$ cat config.mk
export PLATFORM = sky130hd
export DESIGN_NAME = rls_ctrl
export DESIGN_NICKNAME = d
export VERILOG_FILES = /design/src/hdl/rls_pkg.sv /design/src/hdl/rls_ctrl.sv
export SDC_FILE = /design/constraint.sdc
export NUM_CORES = 1
export LEC_CHECK = 0
export BUFFER_PORTS_ARGS = -buffer_cell sky130_fd_sc_hd__buf_2
export CAP_MARGIN = 20
export CORE_MARGIN = 5
export CORE_UTILIZATION = 25
export DETAILED_ROUTE_END_ITERATION = 6
export GPL_TIMING_DRIVEN = 1
export HOLD_SLACK_MARGIN = 0.05
export PLACE_DENSITY = 0.49
export SETUP_SLACK_MARGIN = 0.02
export SLEW_MARGIN = 30
export SYNTH_ARGS = -nofsm -noshare
export SYNTH_HDL_FRONTEND = slang
export SYNTH_SLANG_ARGS = --single-unit
$ cat constraint.sdc
create_clock -name clk -period 1.9 [get_ports clk]
set_input_delay 0.19 -clock clk [delete_from_list [all_inputs] [get_ports clk]]
set_output_delay 0.19 -clock clk [all_outputs]
set_load 0.02 [all_outputs]
$ cat src/hdl/rls_pkg.sv
// Shared types, constants and helpers of the RLS predictor.
`default_nettype none
package rls_pkg;
	localparam int TAPS_DEF = 4;
	localparam int ACCW = 56;

	localparam logic signed [47:0] MAX48 = 48'sh7FFF_FFFF_FFFF;
	localparam logic signed [47:0] MIN48 = 48'sh8000_0000_0000;
	localparam logic signed [ACCW-1:0] MAX_A = ACCW'(MAX48);
	localparam logic signed [ACCW-1:0] MIN_A = ACCW'(MIN48);

	localparam logic [31:0] INV_FORGET_RST = 32'd1084587701;
	localparam logic [30:0] P_INIT_RST = 31'd6553600;
	localparam logic [15:0] WARMUP_RST = 16'd10;

	// multiplier operand pairs
	localparam logic [2:0] SEL_PH = 3'd0;
	localparam logic [2:0] SEL_ACCLAM = 3'd1;
	localparam logic [2:0] SEL_K0H = 3'd2;
	localparam logic [2:0] SEL_MUK0 = 3'd3;
	localparam logic [2:0] SEL_PLAM = 3'd4;
	localparam logic [2:0] SEL_K1K0 = 3'd5;
	localparam logic [2:0] SEL_E0K1 = 3'd6;
	localparam logic [2:0] SEL_WH = 3'd7;

	// product shift
	localparam logic [1:0] SH16 = 2'd0;
	localparam logic [1:0] SH30 = 2'd1;
	localparam logic [1:0] SH32 = 2'd2;

	typedef struct packed {
		logic       in_load;
		logic       acc_clr;
		logic       acc_add;
		logic       p_rd;
		logic       mul_go;
		logic [2:0] sel;
		logic       k0_wr;
		logic       div_go;
		logic       k1_wr;
		logic       t1_wr;
		logic       p_wr_lo;
		logic       p_wr_hi;
		logic       w_wr;
		logic       e0_wr;
		logic       hist_shift;
		logic       est_wr;
		logic       out_load;
	} cmd_t;

	typedef struct packed {
		logic mul_done;
		logic div_done;
		logic out_full;
	} stat_t;

	function automatic logic signed [47:0] sat48(input logic signed [ACCW-1:0] v);
		logic signed [47:0] r;
		if (v > MAX_A) r = MAX48;
		else if (v < MIN_A) r = MIN48;
		else r = v[47:0];
		return r;
	endfunction

	function automatic logic signed [ACCW-1:0] ext48(input logic signed [47:0] v);
		return {{(ACCW-48){v[47]}}, v};
	endfunction
endpackage
`default_nettype wire

$ cat src/hdl/rls_ctrl.sv
// Controller: sequences the per-word update steps over the shared units.
`default_nettype none
module rls_ctrl
	import rls_pkg::*;
#(
	parameter int TAPS = TAPS_DEF,
	localparam int IW = (TAPS > 1) ? $clog2(TAPS) : 1
) (
	input  wire logic     clk,
	input  wire logic     arst_n,
	input  wire logic     s_tvalid,
	output logic          rdy,
	input  wire stat_t    stat,
	output cmd_t          cmd,
	output logic [IW-1:0] i,
	output logic [IW-1:0] j
);
	localparam logic [3:0] ST_IDLE = 4'd0;
	localparam logic [3:0] ST_K0_RD = 4'd1;
	localparam logic [3:0] ST_K0_MUL = 4'd2;
	localparam logic [3:0] ST_K0_LAM = 4'd3;
	localparam logic [3:0] ST_NU = 4'd4;
	localparam logic [3:0] ST_DIV = 4'd5;
	localparam logic [3:0] ST_K1 = 4'd6;
	localparam logic [3:0] ST_PU_RD = 4'd7;
	localparam logic [3:0] ST_PU_M1 = 4'd8;
	localparam logic [3:0] ST_PU_M2 = 4'd9;
	localparam logic [3:0] ST_PU_WR2 = 4'd10;
	localparam logic [3:0] ST_E0 = 4'd11;
	localparam logic [3:0] ST_W = 4'd12;
	localparam logic [3:0] ST_EST = 4'd13;
	localparam logic [3:0] ST_FIN = 4'd14;
	localparam logic [3:0] ST_OUT = 4'd15;
	localparam logic [IW-1:0] LAST = IW'(TAPS - 1);

	logic [3:0]    st_q, st_d;
	logic          ph_q, ph_d;
	logic [IW-1:0] i_q, i_d, j_q, j_d;
	logic          li, lj;

	always_comb begin
		cmd = '0;
		st_d = st_q;
		ph_d = ph_q;
		i_d = i_q;
		j_d = j_q;
		li = i_q == LAST;
		lj = j_q == LAST;
		case (st_q)
			ST_IDLE: begin
				if (s_tvalid) begin
					cmd.in_load = 1'b1;
					cmd.acc_clr = 1'b1;
					i_d = '0;
					j_d = '0;
					st_d = ST_K0_RD;
				end
			end
			ST_K0_RD: begin
				cmd.p_rd = 1'b1;
				st_d = ST_K0_MUL;
			end
			ST_K0_MUL: begin
				cmd.sel = SEL_PH;
				if (!ph_q) begin
					cmd.mul_go = 1'b1;
					ph_d = 1'b1;
				end else if (stat.mul_done) begin
					cmd.acc_add = 1'b1;
					ph_d = 1'b0;
					if (lj) st_d = ST_K0_LAM;
					else begin
						j_d = j_q + 1'b1;
						st_d = ST_K0_RD;
					end
				end
			end
			ST_K0_LAM: begin
				cmd.sel = SEL_ACCLAM;
				if (!ph_q) begin
					cmd.mul_go = 1'b1;
					ph_d = 1'b1;
				end else if (stat.mul_done) begin
					cmd.k0_wr = 1'b1;
					cmd.acc_clr = 1'b1;
					ph_d = 1'b0;
					j_d = '0;
					if (li) begin
						i_d = '0;
						st_d = ST_NU;
					end else begin
						i_d = i_q + 1'b1;
						st_d = ST_K0_RD;
					end
				end
			end
			ST_NU: begin
				cmd.sel = SEL_K0H;
				if (!ph_q) begin
					cmd.mul_go = 1'b1;
					ph_d = 1'b1;
				end else if (stat.mul_done) begin
					cmd.acc_add = 1'b1;
					ph_d = 1'b0;
					if (lj) begin
						i_d = '0;
						j_d = '0;
						st_d = ST_DIV;
					end else begin
						i_d = i_q + 1'b1;
						j_d = j_q + 1'b1;
					end
				end
			end
			ST_DIV: begin
				if (!ph_q) begin
					cmd.div_go = 1'b1;
					ph_d = 1'b1;
				end else if (stat.div_done) begin
					ph_d = 1'b0;
					st_d = ST_K1;
				end
			end
			ST_K1: begin
				cmd.sel = SEL_MUK0;
				if (!ph_q) begin
					cmd.mul_go = 1'b1;
					ph_d = 1'b1;
				end else if (stat.mul_done) begin
					cmd.k1_wr = 1'b1;
					ph_d = 1'b0;
					if (lj) begin
						i_d = '0;
						j_d = '0;
						st_d = ST_PU_RD;
					end else begin
						i_d = i_q + 1'b1;
						j_d = j_q + 1'b1;
					end
				end
			end
			ST_PU_RD: begin
				cmd.p_rd = 1'b1;
				st_d = ST_PU_M1;
			end
			ST_PU_M1: begin
				cmd.sel = SEL_PLAM;
				if (!ph_q) begin
					cmd.mul_go = 1'b1;
					ph_d = 1'b1;
				end else if (stat.mul_done) begin
					cmd.t1_wr = 1'b1;
					ph_d = 1'b0;
					st_d = ST_PU_M2;
				end
			end
			ST_PU_M2, ST_PU_WR2: begin
				cmd.sel = SEL_K1K0;
				if (st_q == ST_PU_M2 && !ph_q) begin
					cmd.mul_go = 1'b1;
					ph_d = 1'b1;
				end else if (st_q == ST_PU_WR2 || stat.mul_done) begin
					ph_d = 1'b0;
					if (st_q == ST_PU_M2) cmd.p_wr_lo = 1'b1;
					else cmd.p_wr_hi = 1'b1;
					if (st_q == ST_PU_M2 && i_q != j_q) begin
						st_d = ST_PU_WR2;
					end else if (j_q == i_q) begin
						j_d = '0;
						if (li) begin
							i_d = '0;
							st_d = ST_E0;
						end else begin
							i_d = i_q + 1'b1;
							st_d = ST_PU_RD;
						end
					end else begin
						j_d = j_q + 1'b1;
						st_d = ST_PU_RD;
					end
				end
			end
			ST_E0: begin
				cmd.e0_wr = 1'b1;
				cmd.acc_clr = 1'b1;
				st_d = ST_W;
			end
			ST_W: begin
				cmd.sel = SEL_E0K1;
				if (!ph_q) begin
					cmd.mul_go = 1'b1;
					ph_d = 1'b1;
				end else if (stat.mul_done) begin
					cmd.w_wr = 1'b1;
					ph_d = 1'b0;
					if (li) begin
						cmd.hist_shift = 1'b1;
						i_d = '0;
						j_d = '0;
						st_d = ST_EST;
					end else begin
						i_d = i_q + 1'b1;
						j_d = j_q + 1'b1;
					end
				end
			end
			ST_EST: begin
				cmd.sel = SEL_WH;
				if (!ph_q) begin
					cmd.mul_go = 1'b1;
					ph_d = 1'b1;
				end else if (stat.mul_done) begin
					cmd.acc_add = 1'b1;
					ph_d = 1'b0;
					if (li) st_d = ST_FIN;
					else begin
						i_d = i_q + 1'b1;
						j_d = j_q + 1'b1;
					end
				end
			end
			ST_FIN: begin
				cmd.est_wr = 1'b1;
				st_d = ST_OUT;
			end
			ST_OUT: begin
				if (!stat.out_full) begin
					cmd.out_load = 1'b1;
					st_d = ST_IDLE;
				end
			end
			default: st_d = ST_IDLE;
		endcase
	end

	always_ff @(posedge clk or negedge arst_n) begin
		if (!arst_n) begin
			st_q <= ST_IDLE;
			ph_q <= 1'b0;
			i_q <= '0;
			j_q <= '0;
		end else begin
			st_q <= st_d;
			ph_q <= ph_d;
			i_q <= i_d;
			j_q <= j_d;
		end
	end

	assign rdy = st_q == ST_IDLE;
	assign i = i_q;
	assign j = j_q;
endmodule
`default_nettype wire

# Yosys cells after proc, flatten, opt, wreduce, memory -nomap -nowiden
# Index checks and enable logic that the tools add are counted.
# W data, S select, Z words.
# word_totals
input_bits	6
reg_bits	9
output_inout_bits	24
# classes
muxes	99
reduce_logical	18
n_addsub	2
eq_ne	52
# op_table
operator	count
$mux W4	27
$mux W2	37
$pmux W4 S15	1
$ne A2 B2 Y1 const B	28
$eq A4 B4 Y1 const B	8
$pmux W4 S8	1
$mux W1	28
$reduce_and A24 Y1	1
$reduce_and A17 Y1	1
$eq A4 B3 Y1 const B	4
$pmux W2 S7	1
$reduce_and A13 Y1	1
$pmux W2 S5	1
$eq A4 B2 Y1 const B	2
$ne A2 B1 Y1 const B	4
$reduce_or A2 Y1	4
$reduce_bool A7 Y1	1
$reduce_or A7 Y1	1
$pmux W1 S3	2
$reduce_bool A5 Y1	1
$add A2 B1 Y2 const B	2
$eq A2 B2 Y1 const B	2
$eq A4 B1 Y1 const B	1
$logic_not A4 Y1	1
10 further kinds	11

# Longest topological paths before layout
# Gate-level depths: netlist of run 1.
# logic_depth
word_depth	7
depth_mapped	8

# Least setup slack after synthesis of run 1
# Ideal clock, no wire load.
# synth_path
kind	flip-flop to output port
startpoint	reg st_q[2]
endpoint	out cmd[18] in the netlist's numbering
stages_incl_launch_ff	7
t_required_ns	1.710
setup_slack_ns	-0.409
t_arrival_ns	2.119
cell_sequence	dfrtp_1 > buf_2 > buf_4 > buf_2 > buf_1 > nor4_1 > and2_1
# synth_lines
element	line	rtl
start: declaration	rls_ctrl.sv:36	logic [3:0] st_q, st_d;
start signal: assignment	rls_ctrl.sv:243	st_q <= st_d;
end: declaration	rls_ctrl.sv:14	output cmd_t cmd,

# Final worst setup path of run 1
# layout_path
startpoint	reg st_q[0]
endpoint	reg j_q[0] (netlist: j[0])
# layout_between
elab_chain_cells	4
elab_cells_between_ends	33
cone_classes	eq/ne: 24; mux: 1; reduce/logical: 8
# layout_lines
element	line	rtl
$eq A4 B3 Y1 (tied with other cells)	rls_ctrl.sv:49	case (st_q)
$reduce_or A2 Y1 (no source line) (tied with other cells)	n/a	
$reduce_bool A7 Y1 (no source line) (tied with other cells)	n/a	
$reduce_and A17 Y1 (no source line)	n/a	
end signal: assignment	rls_ctrl.sv:246	j_q <= j_d;
end: declaration	rls_ctrl.sv:38	logic [IW-1:0] i_q, i_d, j_q, j_d;
# Several ways; a longest one is shown, not always the timed one.
# A chain may end at the register's enable or synchronous reset.

==> results of run 1 <==
[worst max-delay path by stage]
stage                        from      end  slack [ns]  cells after the start
after floorplan           st_q[0]  cmd[15]       -0.05                      5
after global placement    st_q[0]     j[0]      -0.001                      6
after detailed placement  st_q[0]  st_q[1]       -0.05                      7
after CTS                 st_q[0]  cmd[17]      -0.005                      5
after global routing      st_q[0]     j[0]       -0.04                      6
final                     st_q[0]     j[0]       0.002                      6
[power by group through the flow]
stage | Clock, W | Sequential [W] | Combinational (W)
after floorplan | 0 | 0.000374 | 0.00184
after CTS | 0.000231 | 0.000379 | 0.00300
after global routing | 0.000241 | 0.000404 | 0.00340
after detailed placement | 0 | 0.000391 | 0.00291
after global placement | 0 | 0.000391 | 0.00293
final | 0.000226 | 0.000392 | 0.00315
[area by class of cell]
cell class,instances,area (um^2),area share
clock buffer,4,45.0,0.0240
inverter,4,15.0,0.00799
multi-input combinational,138,987,0.526
sequential,9,230,0.123
tap,67,83.8,0.0446
timing repair buffer,71,517,0.275
[Yosys cell counts (2+ instances only)]
library cell               number
sky130_fd_sc_hd__nor2_1        16
sky130_fd_sc_hd__a21oi_1       12
sky130_fd_sc_hd__nand2_1       12
sky130_fd_sc_hd__buf_2          9
sky130_fd_sc_hd__dfrtp_1        9
sky130_fd_sc_hd__nor2b_1        8
sky130_fd_sc_hd__nor3_1         8
sky130_fd_sc_hd__o21ai_0        7
sky130_fd_sc_hd__and2_1         5
sky130_fd_sc_hd__nand2b_1       5
sky130_fd_sc_hd__nor4_1         5
sky130_fd_sc_hd__a31oi_1        4
sky130_fd_sc_hd__buf_4          4
sky130_fd_sc_hd__nand3_1        4
sky130_fd_sc_hd__a32oi_1        3
sky130_fd_sc_hd__clkbuf_1       3
sky130_fd_sc_hd__inv_1          3
sky130_fd_sc_hd__xnor2_1        3
sky130_fd_sc_hd__a211oi_1       2
sky130_fd_sc_hd__a21o_1         2
sky130_fd_sc_hd__a22oi_1        2
sky130_fd_sc_hd__and2b_1        2
sky130_fd_sc_hd__ha_1           2
sky130_fd_sc_hd__mux2_2         2
sky130_fd_sc_hd__mux2_4         2
sky130_fd_sc_hd__mux2i_1        2
sky130_fd_sc_hd__nand3b_1       2
sky130_fd_sc_hd__o221ai_1       2
[cells by family (layout without fill, tap and decap cells)]
| family | Yosys count | in the layout |
|---|---|---|
| flip-flops | 9 | 9 |
| adder cells (fa/ha/maj) | 2 | 2 |
| buffers and inverters | 21 | 79 |
| multiplexers | 7 | 7 |
| AO/OA/AOI/OAI | 50 | 50 |
| AND/OR/NAND/NOR | 76 | 76 |
| XOR/XNOR | 3 | 3 |
[metrics by stage]
step / setup slack [ns] / util / power [W] / cells
2_1_floorplan: -0.0507 / - / 0.00222 / 168
3_3_place_gp: -0.00140 / 0.363 / 0.00332 / 286
3_5_place_dp: -0.0510 / 0.363 / 0.00330 / 286
4_1_cts: -0.00529 / 0.382 / 0.00361 / 292
5_1_grt: -0.0428 / 0.395 / 0.00404 / 293
6_report: 0.00156 / 0.395 / 0.00376 / 293
[flip-flops by register name, indices dropped and copies added (netlist names)]
name / flops
j: 2
i: 2
ph_q: 1
st_q: 4
[worst max-delay path, cell delays in order (launching register included)]
cell and delay, ns:
sky130_fd_sc_hd__dfrtp_2 0.41, sky130_fd_sc_hd__buf_6 0.13, sky130_fd_sc_hd__or4_4 0.53, sky130_fd_sc_hd__a21oi_2 0.16
sky130_fd_sc_hd__a211oi_2 0.06, sky130_fd_sc_hd__o311ai_2 0.12, sky130_fd_sc_hd__mux2_1 0.36
[layer usage]
layer,up-vias,part of all wire,track usage
met4,0,0.0096,0.0287
li1,742,-,-
met2,48,0.44,0.228
met5,-,0,0
met1,689,0.50,0.215
met3,7,0.049,0.0213
[repair_timing]
action	CTS	global route
setup endpoints to repair	7	12
pin swaps	1	6
hold buffers	1	0
setup buffers	1	1
endpoints found under the hold margin	9	0
gates resized for setup	7	16
==> metrics.log, run 1 <==
INFO  metric route.vias.total = roughly 1.5k
INFO  metric synth.net_count = roughly 180
INFO  metric clkSinkCount = 9
INFO  metric finalSetupViolations = 0
INFO  metric finalWorstPathRequiredPeriod = 1.90 ns
INFO  metric number_of_nets_still_failing_antenna_checks_after_routing = 0
INFO  metric port_buffers = 29
INFO  metric power.internal = roughly 0.0019 W
INFO  metric drv_slew = 0
INFO  metric drcViolationCount = 0
INFO  metric power.ir.vdd_worst = approximately 0.0006 V
INFO  metric fin_crit_share = 0.999
INFO  metric r2r_start = st_q[0]
INFO  metric synth_adder_area_share = 0.0203
INFO  metric reg2regPathDepth = 6
INFO  metric yosys_warnings = 0
INFO  metric run_status = finished, final reports clean
INFO  metric wirelength = between 4000 and 5000 um
INFO  metric critPathCaptureType = flop
INFO  metric detail_route.wl_per_cell = 15.7 um
INFO  metric initial_antenna_violation_count = 0
INFO  metric async_flop_share = 1.00
INFO  metric fin_setup_tns = 0 ns
INFO  metric netlist_area = approximately 1200 um^2
INFO  metric global_route_wire_length_before_repair = between 7000 and 8000 um
INFO  metric ctsRootBufferMaster = sky130_fd_sc_hd__clkbuf_8
INFO  metric grt_max_degree = 24
INFO  metric leakage = 0.829 nW
INFO  metric tritoncts = yes
INFO  metric clk_latency = 0.24 ns
INFO  metric rsz0062_at_grt = true
INFO  metric synthFlopType = sky130_fd_sc_hd__dfrtp_1
INFO  metric min-delay-path-class = in2reg
INFO  metric combPwrFrac = 0.836
INFO  metric fillerInstances = ~530
INFO  metric clk_transition_reported_paths = roughly 0.050 ns
INFO  metric p_clk_frac = 0.060
INFO  metric powerDensity = between 2000 and 2500 nW/um^2
INFO  metric critical_path_arrival = about 2.0 ns
INFO  metric tightestPinTransition = about 0.43 ns
INFO  metric power.share.switching = 0.495
INFO  metric globalRouteOverflowTotal = 0
INFO  metric post_drt_via_cell_ratio = between 5 and 6
INFO  metric synth_simple_gate_area_frac = 0.341
INFO  metric worst_ep_required = roughly 2 ns
INFO  metric fmax = between 0.5 and 0.6 GHz
INFO  metric area_growth = 52.7%
INFO  metric num-nets-final = about 240
INFO  metric startpoint_type = flop
INFO  metric netlist_top_cells_area = sky130_fd_sc_hd__dfrtp_1, sky130_fd_sc_hd__a21oi_1, sky130_fd_sc_hd__nor2_1
INFO  metric core-area = approximately 4800 um^2
INFO  metric hold_start = stat[1]
INFO  metric die_height = between 80 and 90 um
INFO  metric antenna_cells = 0
INFO  metric synth_xor_xnor_area_share = 0.0214
INFO  metric crit_fanout = 6
INFO  metric die_width = between 80 and 90 um
INFO  metric drv.max_cap_violation_count = 0
INFO  metric pre_repair_dr_iteration_count = 4
INFO  metric hold-worst-slack = 0.338 ns
INFO  metric post_synth_num_cell_types = between 50 and 60
INFO  metric cts_max_level = 1
INFO  metric most_common_cell_after_layout_fill_and_taps_aside = sky130_fd_sc_hd__buf_4
INFO  metric switching_power = roughly 0.0019 W
INFO  metric drt_iter0_markers = 103
INFO  metric main_combinational_cell_family_by_area_after_synthesis = simple AND/OR/NAND/NOR gates
INFO  metric synth_largest_type_area_fraction = 0.183
INFO  metric drive_above_1_share = 0.447
INFO  metric post_synth_mux_area_share = 0.0682
INFO  metric floorplan.rows = 25
INFO  metric final_design_area_no_fill = 1880 um^2
INFO  metric cts-root-to-sink-buffers = 2
INFO  metric detailed_place.area = between 1500 and 2000 um^2
INFO  metric mean_syn_cell_area = around 7.3 um^2
INFO  metric min_delay_path_depth = 3
INFO  metric finalWeightedCongestion = between 0.9 and 1
INFO  metric worstReg2RegEnd = j[0]
INFO  metric fin_worst_skew = 0.00551 ns
INFO  metric vias_in_the_first_global_route = between 1k and 1.5k
INFO  metric synth_compound_gate_area_share = 0.281
INFO  metric top_level_i_o_count = 30
INFO  metric grt_util_all_layers = 0.147
INFO  metric initial_core_util = 0.259
INFO  metric cts-buffers-inserted = 3
INFO  metric synth_seq_cells = 9
INFO  metric slew_headroom = 0.708
INFO  metric yosysSeqAreaShare = 0.183
INFO  metric syn-instance-count = 168
INFO  metric mostFrequentLayoutCells = sky130_fd_sc_hd__buf_4, sky130_fd_sc_hd__buf_2, sky130_fd_sc_hd__nor2_1
INFO  metric timing.reg2reg.setup_slack = around 0.0016 ns
INFO  metric timing_hold_violations_final = 0
INFO  metric power.sequential.fraction = 0.104
INFO  metric die_area = between 6000 and 7000 um^2
INFO  metric yosysTopAreaCell = sky130_fd_sc_hd__dfrtp_1
INFO  metric worst_hold_path.endpoint = ph_q
INFO  metric dp_hpwl = 3610 um
INFO  metric synth_enable_flop_cells = 0
INFO  metric setup.worst_path.class = reg2reg
Power figures use the tool's default switching activity.
==> inputs of run 2 (changes only) <==
--- a/constraint.sdc
+++ b/constraint.sdc
@@ -3,2 +3,2 @@
 set_output_delay 0.19 -clock clk [all_outputs]
-set_load 0.02 [all_outputs]
+set_load 0.005 [all_outputs]
==> metrics.log, run 2 (synthesis gave the netlist of run 1 again) <==
INFO  metric switching_power = 0.00182 W (was 0.00186 W)
INFO  metric detail_route.wl_per_cell = 16.4 um (was 15.7 um)
INFO  metric fmax = 0.530 GHz (was 0.527 GHz)
INFO  metric cp_slowest_cell = sky130_fd_sc_hd__dfrtp_1 (was sky130_fd_sc_hd__or4_4)
INFO  metric pre_repair_dr_iteration_count = 4 (unchanged)
INFO  metric startpoint_type = flop (unchanged)
INFO  metric worst-path-buf-inv = 0 (was 1)
INFO  metric num-nets-final = 249 (was 235)
INFO  metric drt_iter0_markers = 80 (was 103)
INFO  metric clkSinkCount = 9 (unchanged)
INFO  metric globalRouteOverflowTotal = 0 (unchanged)
INFO  metric ctsRootBufferMaster = sky130_fd_sc_hd__clkbuf_8 (unchanged)
INFO  metric core-area = 4750 um^2 (unchanged)
INFO  metric combPwrFrac = 0.836 (about the same)
INFO  metric power.sequential.fraction = 0.106 (was 0.104)
INFO  metric crit_fanout = 5 (was 6)
INFO  metric largest_register_ffs = 4 (unchanged)
INFO  metric timing_hold_violations_final = 0 (unchanged)
INFO  metric dp_hpwl = 3610 um (about the same)
INFO  metric number_of_nets_still_failing_antenna_checks_after_routing = 0 (unchanged)
INFO  metric power.ir.vdd_worst = 0.000637 V (was 0.000602 V)
INFO  metric cpLargestDelayFamily = simple AND/OR/NAND/NOR gates (unchanged)
INFO  metric leakage = 0.936 nW (was 0.829 nW)
INFO  metric tritoncts = yes (unchanged)
INFO  metric die_width = 80.1 um (unchanged)
INFO  metric totalPowerFinal = 0.00399 W (was 0.00376 W)
INFO  metric rsz0062_at_grt = true (unchanged)
INFO  metric power.share.switching = 0.455 (was 0.495)
INFO  metric floorplan.rows = 25 (unchanged)
INFO  metric drv_slew = 0 (unchanged)
INFO  metric critical_path.max_stage_delay = 0.43 ns (was 0.53 ns)
INFO  metric global_route_wire_length_before_repair = 7620 um (was 7420 um)
INFO  metric area_growth = 65.8% (was 52.7%)
INFO  metric port_buffers = 29 (unchanged)
INFO  metric clk_transition_reported_paths = 0.05 ns (about the same)
INFO  metric post-place-ws = -0.0496 ns (was -0.0510 ns)
INFO  metric cts-buffers-inserted = 3 (unchanged)
INFO  metric drv.max_cap_violation_count = 0 (unchanged)
INFO  metric powerDensity = 1960 nW/um^2 (was 2000 nW/um^2)
INFO  metric initial_antenna_violation_count = 0 (unchanged)
INFO  metric route.vias.total = 1,583 (was 1,486)
INFO  metric met3WireLength = 174 um (was 227 um)
INFO  metric mostFrequentLayoutCells = sky130_fd_sc_hd__buf_4, sky130_fd_sc_hd__buf_2, sky130_fd_sc_hd__nor2_1 (unchanged)
INFO  metric power.internal = 0.00217 W (was 0.00190 W)
INFO  metric critPathCaptureType = flop (unchanged)
INFO  metric die_height = 80.1 um (unchanged)
INFO  metric finalWorstPathRequiredPeriod = 1.89 ns (was 1.90 ns)
INFO  metric placed_cells_incl_taps = 293 (was 286)
INFO  metric cts-root-to-sink-buffers = 2 (unchanged)
INFO  metric cts_max_level = 1 (unchanged)
INFO  metric drive_above_1_share = 0.513 (was 0.447)
INFO  metric die_area = 6420 um^2 (unchanged)
INFO  metric most_common_cell_after_layout_fill_and_taps_aside = sky130_fd_sc_hd__buf_4 (unchanged)
INFO  metric drcViolationCount = 0 (unchanged)
INFO  metric uppermost_layer_routed = met4 (unchanged)
INFO  metric antenna_cells = 0 (unchanged)
INFO  metric finalWeightedCongestion = 0.887 (was 0.901)
INFO  metric finalSetupViolations = 0 (unchanged)
INFO  metric timing.final.ws_setup = 0.0117 ns (was 0.00156 ns)
INFO  metric clk_latency = 0.24 ns (about the same)
INFO  metric initial_core_util = 0.259 (unchanged)
INFO  metric met2_length = 2500 um (was 2040 um)
INFO  metric registers.top_by_ff_count = st_q (unchanged)
INFO  metric grt_util_all_layers = 0.149 (was 0.147)
INFO  metric p_clk_frac = 0.058 (was 0.060)
INFO  metric setup.worst_path.class = reg2reg (unchanged)
INFO  metric run_status = finished, final reports clean (unchanged)
INFO  metric critical_path_arrival = 2.01 ns (about the same)
INFO  metric fin_crit_share = 0.994 (was 0.999)
INFO  metric tightestPinTransition = 0.419 ns (was 0.432 ns)
INFO  metric fin_setup_tns = 0 ns (unchanged)
INFO  metric wl_met1 = 2280 um (was 2290 um)
INFO  metric top_level_i_o_count = 30 (unchanged)
INFO  metric min-delay-path-class = in2reg (unchanged)
INFO  metric slew_headroom = 0.719 (was 0.708)
INFO  metric hold-worst-slack = 0.319 ns (was 0.338 ns)
INFO  metric fin_worst_skew = 0.00494 ns (was 0.00551 ns)
INFO  metric vias_in_the_first_global_route = 1,551 (was 1,402)
INFO  metric worst_ep_required = 2.02 ns (was 2.01 ns)
INFO  metric instances_no_fill = 307 (was 293)
INFO  metric post_drt_via_cell_ratio = 5.16 (was 5.07)
INFO  metric wirelength = 5020 um (was 4600 um)
INFO  metric grt_max_degree = 14 (was 24)
INFO  metric worstPathCellList = xnor2_1, nand2_1, a32oi_1, and3_4, mux2_4 (was buf_6, or4_4, a21oi_2, a211oi_2, o311ai_2, mux2_1)
==> run 2: changes by cell type in the layout (fill, tap and decap cells not counted), sizes merged <==
cell and change:
bufbuf +1, clkinv +1, clkbuf -1, buf +13
==> run 2: tightest hold or removal path, stage by stage <==
cell                      delay (ns)
sky130_fd_sc_hd__buf_2          0.09
sky130_fd_sc_hd__a31oi_1        0.07
sky130_fd_sc_hd__o32a_1         0.16
==> run 2: power groups by stage <==
stage               clock, W  sequential [W]  combinational [W]
finish              0.000232        0.000421            0.00334
global route        0.000246        0.000430            0.00358
CTS                 0.000238        0.000407            0.00303
detailed placement         0        0.000411            0.00274
global placement           0        0.000415            0.00278
floorplan                  0        0.000347            0.00165
==> run 2: stage by stage <==
stage               utilization  cell area (um^2)
global route              0.429              2040
detailed placement        0.366              1740
CTS                       0.405              1920
global placement          0.366              1740
floorplan                     -              1230
finish                    0.429              2040
==> run 2: metal layers <==
metal / up-vias / track usage
li1: 768 / -
met2: 41 / 0.252
met4: 0 / 0.0304
met5: - / 0
met1: 764 / 0.201
met3: 10 / 0.0213
==> run 2: layout make-up <==
type                    instances  area (um^2)
clock inverters                 1         5.00
repair buffers                 85          641
flip-flops and latches          9          229
clock buffers                   3         41.3
well taps                      67         83.8
inverters                       4         15.0
fillers                       504         2720
multi-input cells             138         1020
==> run 2: what timing repair did <==
item | in CTS | in global routing
hold buffers | 1 | 0
cloned | 1 | 0
hold endpoints to repair | 9 | 0
setup buffers | 6 | 3
gates resized for setup | 13 | 23
pin swaps | 3 | 4
endpoints found under the setup margin | 9 | 9
==> run 2: final timing paths <==
| path | startpoint | end | slack (ns) | cells after the start |
|---|---|---|---|---|
| min reg2reg | j[1] | j[1] | 0.61 | 2 |
| min in group asynchronous | arst_n | j[0] | 0.34 | 2 |
| min | stat[1] | ph_q | 0.32 | 3 |
| max in group asynchronous | arst_n | st_q[3] | 1.34 | 2 |
| max reg2reg | j[1] | i[0] | 0.01 | 5 |
| max | j[1] | i[0] | 0.01 | 5 |
==> inputs of run 3 (changes only) <==
ABC_CLOCK_PERIOD_IN_PS = 2160   (was default)
PLACE_DENSITY = 0.47   (was 0.49)
clock period = 2.16 ns   (was 1.9 ns; I/O delays follow)
==> metrics.log, run 3 (synthesis gave the netlist of run 1 again) <==
INFO  metric rsz0062_at_grt = true (unchanged)
INFO  metric cts_max_level = 1 (unchanged)
INFO  metric powerDensity = 1650 nW/um^2 (was 1960 nW/um^2)
INFO  metric num-nets-final = 211 (was 249)
INFO  metric finalSetupViolations = 0 (unchanged)
INFO  metric core-area = 4750 um^2 (unchanged)
INFO  metric switching_power = 0.00130 W (was 0.00182 W)
INFO  metric finalWorstPathRequiredPeriod = 2.03 ns (was 1.89 ns)
INFO  metric combPwrFrac = 0.790 (was 0.836)
INFO  metric top_level_i_o_count = 30 (unchanged)
INFO  metric post_drt_via_cell_ratio = 5.28 (was 5.16)
INFO  metric worstReg2RegEnd = j[0] (was i[0])
INFO  metric tritoncts = yes (unchanged)
INFO  metric detailed_place.area = 1510 um^2 (was 1740 um^2)
INFO  metric die_width = 80.1 um (unchanged)
INFO  metric pre_repair_dr_iteration_count = 4 (unchanged)
INFO  metric critical_path_arrival = 2.14 ns (was 2.01 ns)
INFO  metric cp_slowest_cell = sky130_fd_sc_hd__or4_1 (was sky130_fd_sc_hd__dfrtp_1)
INFO  metric clk_latency = 0.24 ns (about the same)
INFO  metric drv.max_cap_violation_count = 0 (unchanged)
INFO  metric run_status = finished, final reports clean (unchanged)
INFO  metric postLayoutCoreUtil = 0.332 (was 0.429)
INFO  metric drt_iter0_markers = 113 (was 80)
INFO  metric critical_path.max_stage_delay = 0.49 ns (was 0.43 ns)
INFO  metric startpoint_type = flop (unchanged)
INFO  metric floorplan.rows = 25 (unchanged)
INFO  metric die_area = 6420 um^2 (unchanged)
INFO  metric wirelength = 4050 um (was 5020 um)
INFO  metric registers.top_by_ff_count = st_q (unchanged)
INFO  metric cts-root-to-sink-buffers = 2 (unchanged)
INFO  metric timing.reg2reg.setup_slack = 0.13 ns (was 0.01 ns)
INFO  metric worstPathCellList = buf_4, or4_1, a21oi_1, a211oi_2, o311ai_2, mux2_1 (was xnor2_1, nand2_1, a32oi_1, and3_4, mux2_4)
INFO  metric port_buffers = 29 (unchanged)
INFO  metric leakage = 0.698 nW (was 0.936 nW)
INFO  metric worst_ep_required = 2.27 ns (was 2.02 ns)
INFO  metric clk_transition_reported_paths = 0.05 ns (about the same)
INFO  metric power.ir.vdd_worst = 0.000437 V (was 0.000637 V)
INFO  metric cpLargestDelayFamily = simple AND/OR/NAND/NOR gates (unchanged)
INFO  metric largest_register_ffs = 4 (unchanged)
INFO  metric route.vias.total = 1,419 (was 1,583)
INFO  metric detail_route.wl_per_cell = 15.0 um (was 16.4 um)
INFO  metric slew_headroom = 0.743 (was 0.719)
INFO  metric drcViolationCount = 0 (unchanged)
INFO  metric power.internal = 0.00130 W (was 0.00217 W)
INFO  metric fin_setup_tns = 0 ns (unchanged)
INFO  metric ctsRootBufferMaster = sky130_fd_sc_hd__clkbuf_8 (unchanged)
INFO  metric worst-path-buf-inv = 1 (was 0)
INFO  metric final_design_area_no_fill = 1580 um^2 (was 2040 um^2)
INFO  metric reg2regPathDepth = 6 (was 5)
INFO  metric timing_hold_violations_final = 0 (unchanged)
INFO  metric clkSinkCount = 9 (unchanged)
INFO  metric area_growth = 28.2% (was 65.8%)
INFO  metric grt_util_all_layers = 0.132 (was 0.149)
INFO  metric hold-worst-slack = 0.349 ns (was 0.319 ns)
INFO  metric hold_start = stat[1] (unchanged)
INFO  metric drv_slew = 0 (unchanged)
INFO  metric antenna_cells = 0 (unchanged)
INFO  metric finalWeightedCongestion = 0.825 (was 0.887)
INFO  metric globalRouteOverflowTotal = 0 (unchanged)
INFO  metric most_common_cell_after_layout_fill_and_taps_aside = sky130_fd_sc_hd__buf_2 (was sky130_fd_sc_hd__buf_4)
INFO  metric fmax = 0.492 GHz (was 0.530 GHz)
INFO  metric global_route_wire_length_before_repair = 6670 um (was 7620 um)
INFO  metric post-cts-setup-buffer-count = 0 (was 6)
INFO  metric power.sequential.fraction = 0.134 (was 0.106)
INFO  metric initial_core_util = 0.259 (unchanged)
INFO  metric totalPowerFinal = 0.00260 W (was 0.00399 W)
INFO  metric drive_above_1_share = 0.307 (was 0.513)
INFO  metric fillerInstances = 522 (was 504)
INFO  metric power.share.switching = 0.500 (was 0.455)
INFO  metric worst_hold_path.endpoint = ph_q (unchanged)
INFO  metric grt_max_degree = 35 (was 14)
INFO  metric crit_fanout = 8 (was 5)
INFO  metric fin_crit_share = 0.942 (was 0.994)
INFO  metric die_height = 80.1 um (unchanged)
INFO  metric setup.worst_path.class = reg2reg (unchanged)
INFO  metric min_delay_path_depth = 3 (unchanged)
INFO  metric p_clk_frac = 0.076 (was 0.058)
INFO  metric r2r_start = st_q[3] (was j[1])
INFO  metric vias_in_the_first_global_route = 1,323 (was 1,551)
INFO  metric cts-buffers-inserted = 3 (unchanged)
INFO  metric mostFrequentLayoutCells = sky130_fd_sc_hd__buf_2, sky130_fd_sc_hd__nor2_1, sky130_fd_sc_hd__buf_4 (was sky130_fd_sc_hd__buf_4, sky130_fd_sc_hd__buf_2, sky130_fd_sc_hd__nor2_1)
INFO  metric critPathCaptureType = flop (unchanged)
INFO  metric tightestPinTransition = 0.386 ns (was 0.419 ns)
INFO  metric min-delay-path-class = in2reg (unchanged)
INFO  metric dp_hpwl = 3070 um (was 3610 um)
INFO  metric number_of_nets_still_failing_antenna_checks_after_routing = 0 (unchanged)
INFO  metric fin_worst_skew = 0.00426 ns (was 0.00494 ns)
INFO  metric initial_antenna_violation_count = 0 (unchanged)
[run 3: changes by cell type in the layout (fill, tap and decap cells not counted), moves of 3 or more]
cell	delta
sky130_fd_sc_hd__a21oi_1	+3
sky130_fd_sc_hd__dfrtp_1	+3
sky130_fd_sc_hd__buf_6	-4
sky130_fd_sc_hd__dfrtp_2	-3
sky130_fd_sc_hd__buf_4	-31
[run 3: stage by stage]
step | setup slack, ns | cells
after CTS | 0.0679 | 269
after floorplan | 0.344 | 168
final | 0.126 | 269
after detailed placement | 0.102 | 264
after global placement | 0.120 | 264
after global routing | 0.0195 | 269
[run 3: layout make-up]
| cell class | instances | area [um^2] | share of cell area |
|---|---|---|---|
| multi-input cells | 138 | 912 | 0.579 |
| clock buffers | 4 | 45.0 | 0.0286 |
| well taps | 67 | 83.8 | 0.0532 |
| flip-flops and latches | 9 | 225 | 0.143 |
| repair buffers | 47 | 295 | 0.187 |
| inverters | 4 | 15.0 | 0.00952 |
[run 3: timing repair]
| item | in CTS | in global routing |
|---|---|---|
| resized for setup | 0 | 2 |
| hold buffers | 1 | 0 |
| endpoints found under the setup margin | 0 | 4 |
| endpoints found under the hold margin | 9 | 0 |
[run 3: worst max path at each step]
| stage | start | endpoint | slack, ns | depth (start not counted) |
|---|---|---|---|---|
| 3_5_place_dp | st_q[3] | j[0] | 0.10 | 6 |
| 5_1_grt | st_q[2] | st_q[0] | 0.02 | 5 |
| 6_report | st_q[3] | j[0] | 0.13 | 6 |
| 2_1_floorplan | i[0] | i[0] | 0.34 | 7 |
| 4_1_cts | st_q[3] | j[0] | 0.07 | 6 |
| 3_3_place_gp | st_q[3] | j[0] | 0.12 | 6 |
[run 3: per-layer routing]
layer | wire length, um | share of wire | track usage
met4 | 118 | 0.029 | 0.0507
met3 | 355 | 0.088 | 0.0269
met2 | 1870 | 0.46 | 0.204
met5 | 0 | 0 | 0
met1 | 1700 | 0.42 | 0.179
[run 3: power groups by stage]
stage / combinational, W / clock [W] / sequential [W]
2_1_floorplan: 0.00145 / 0 / 0.000305
3_3_place_gp: 0.00206 / 0 / 0.000347
3_5_place_dp: 0.00200 / 0 / 0.000348
4_1_cts: 0.00202 / 0.000198 / 0.000348
5_1_grt: 0.00228 / 0.000212 / 0.000364
6_report: 0.00205 / 0.000197 / 0.000348
[run 3: worst reg2reg max path, stage by stage (launching register included)]
cell,delay [ns]
sky130_fd_sc_hd__dfrtp_1,0.45
sky130_fd_sc_hd__buf_4,0.20
sky130_fd_sc_hd__or4_1,0.49
sky130_fd_sc_hd__a21oi_1,0.19
sky130_fd_sc_hd__a211oi_2,0.08
sky130_fd_sc_hd__o311ai_2,0.12
sky130_fd_sc_hd__mux2_1,0.37
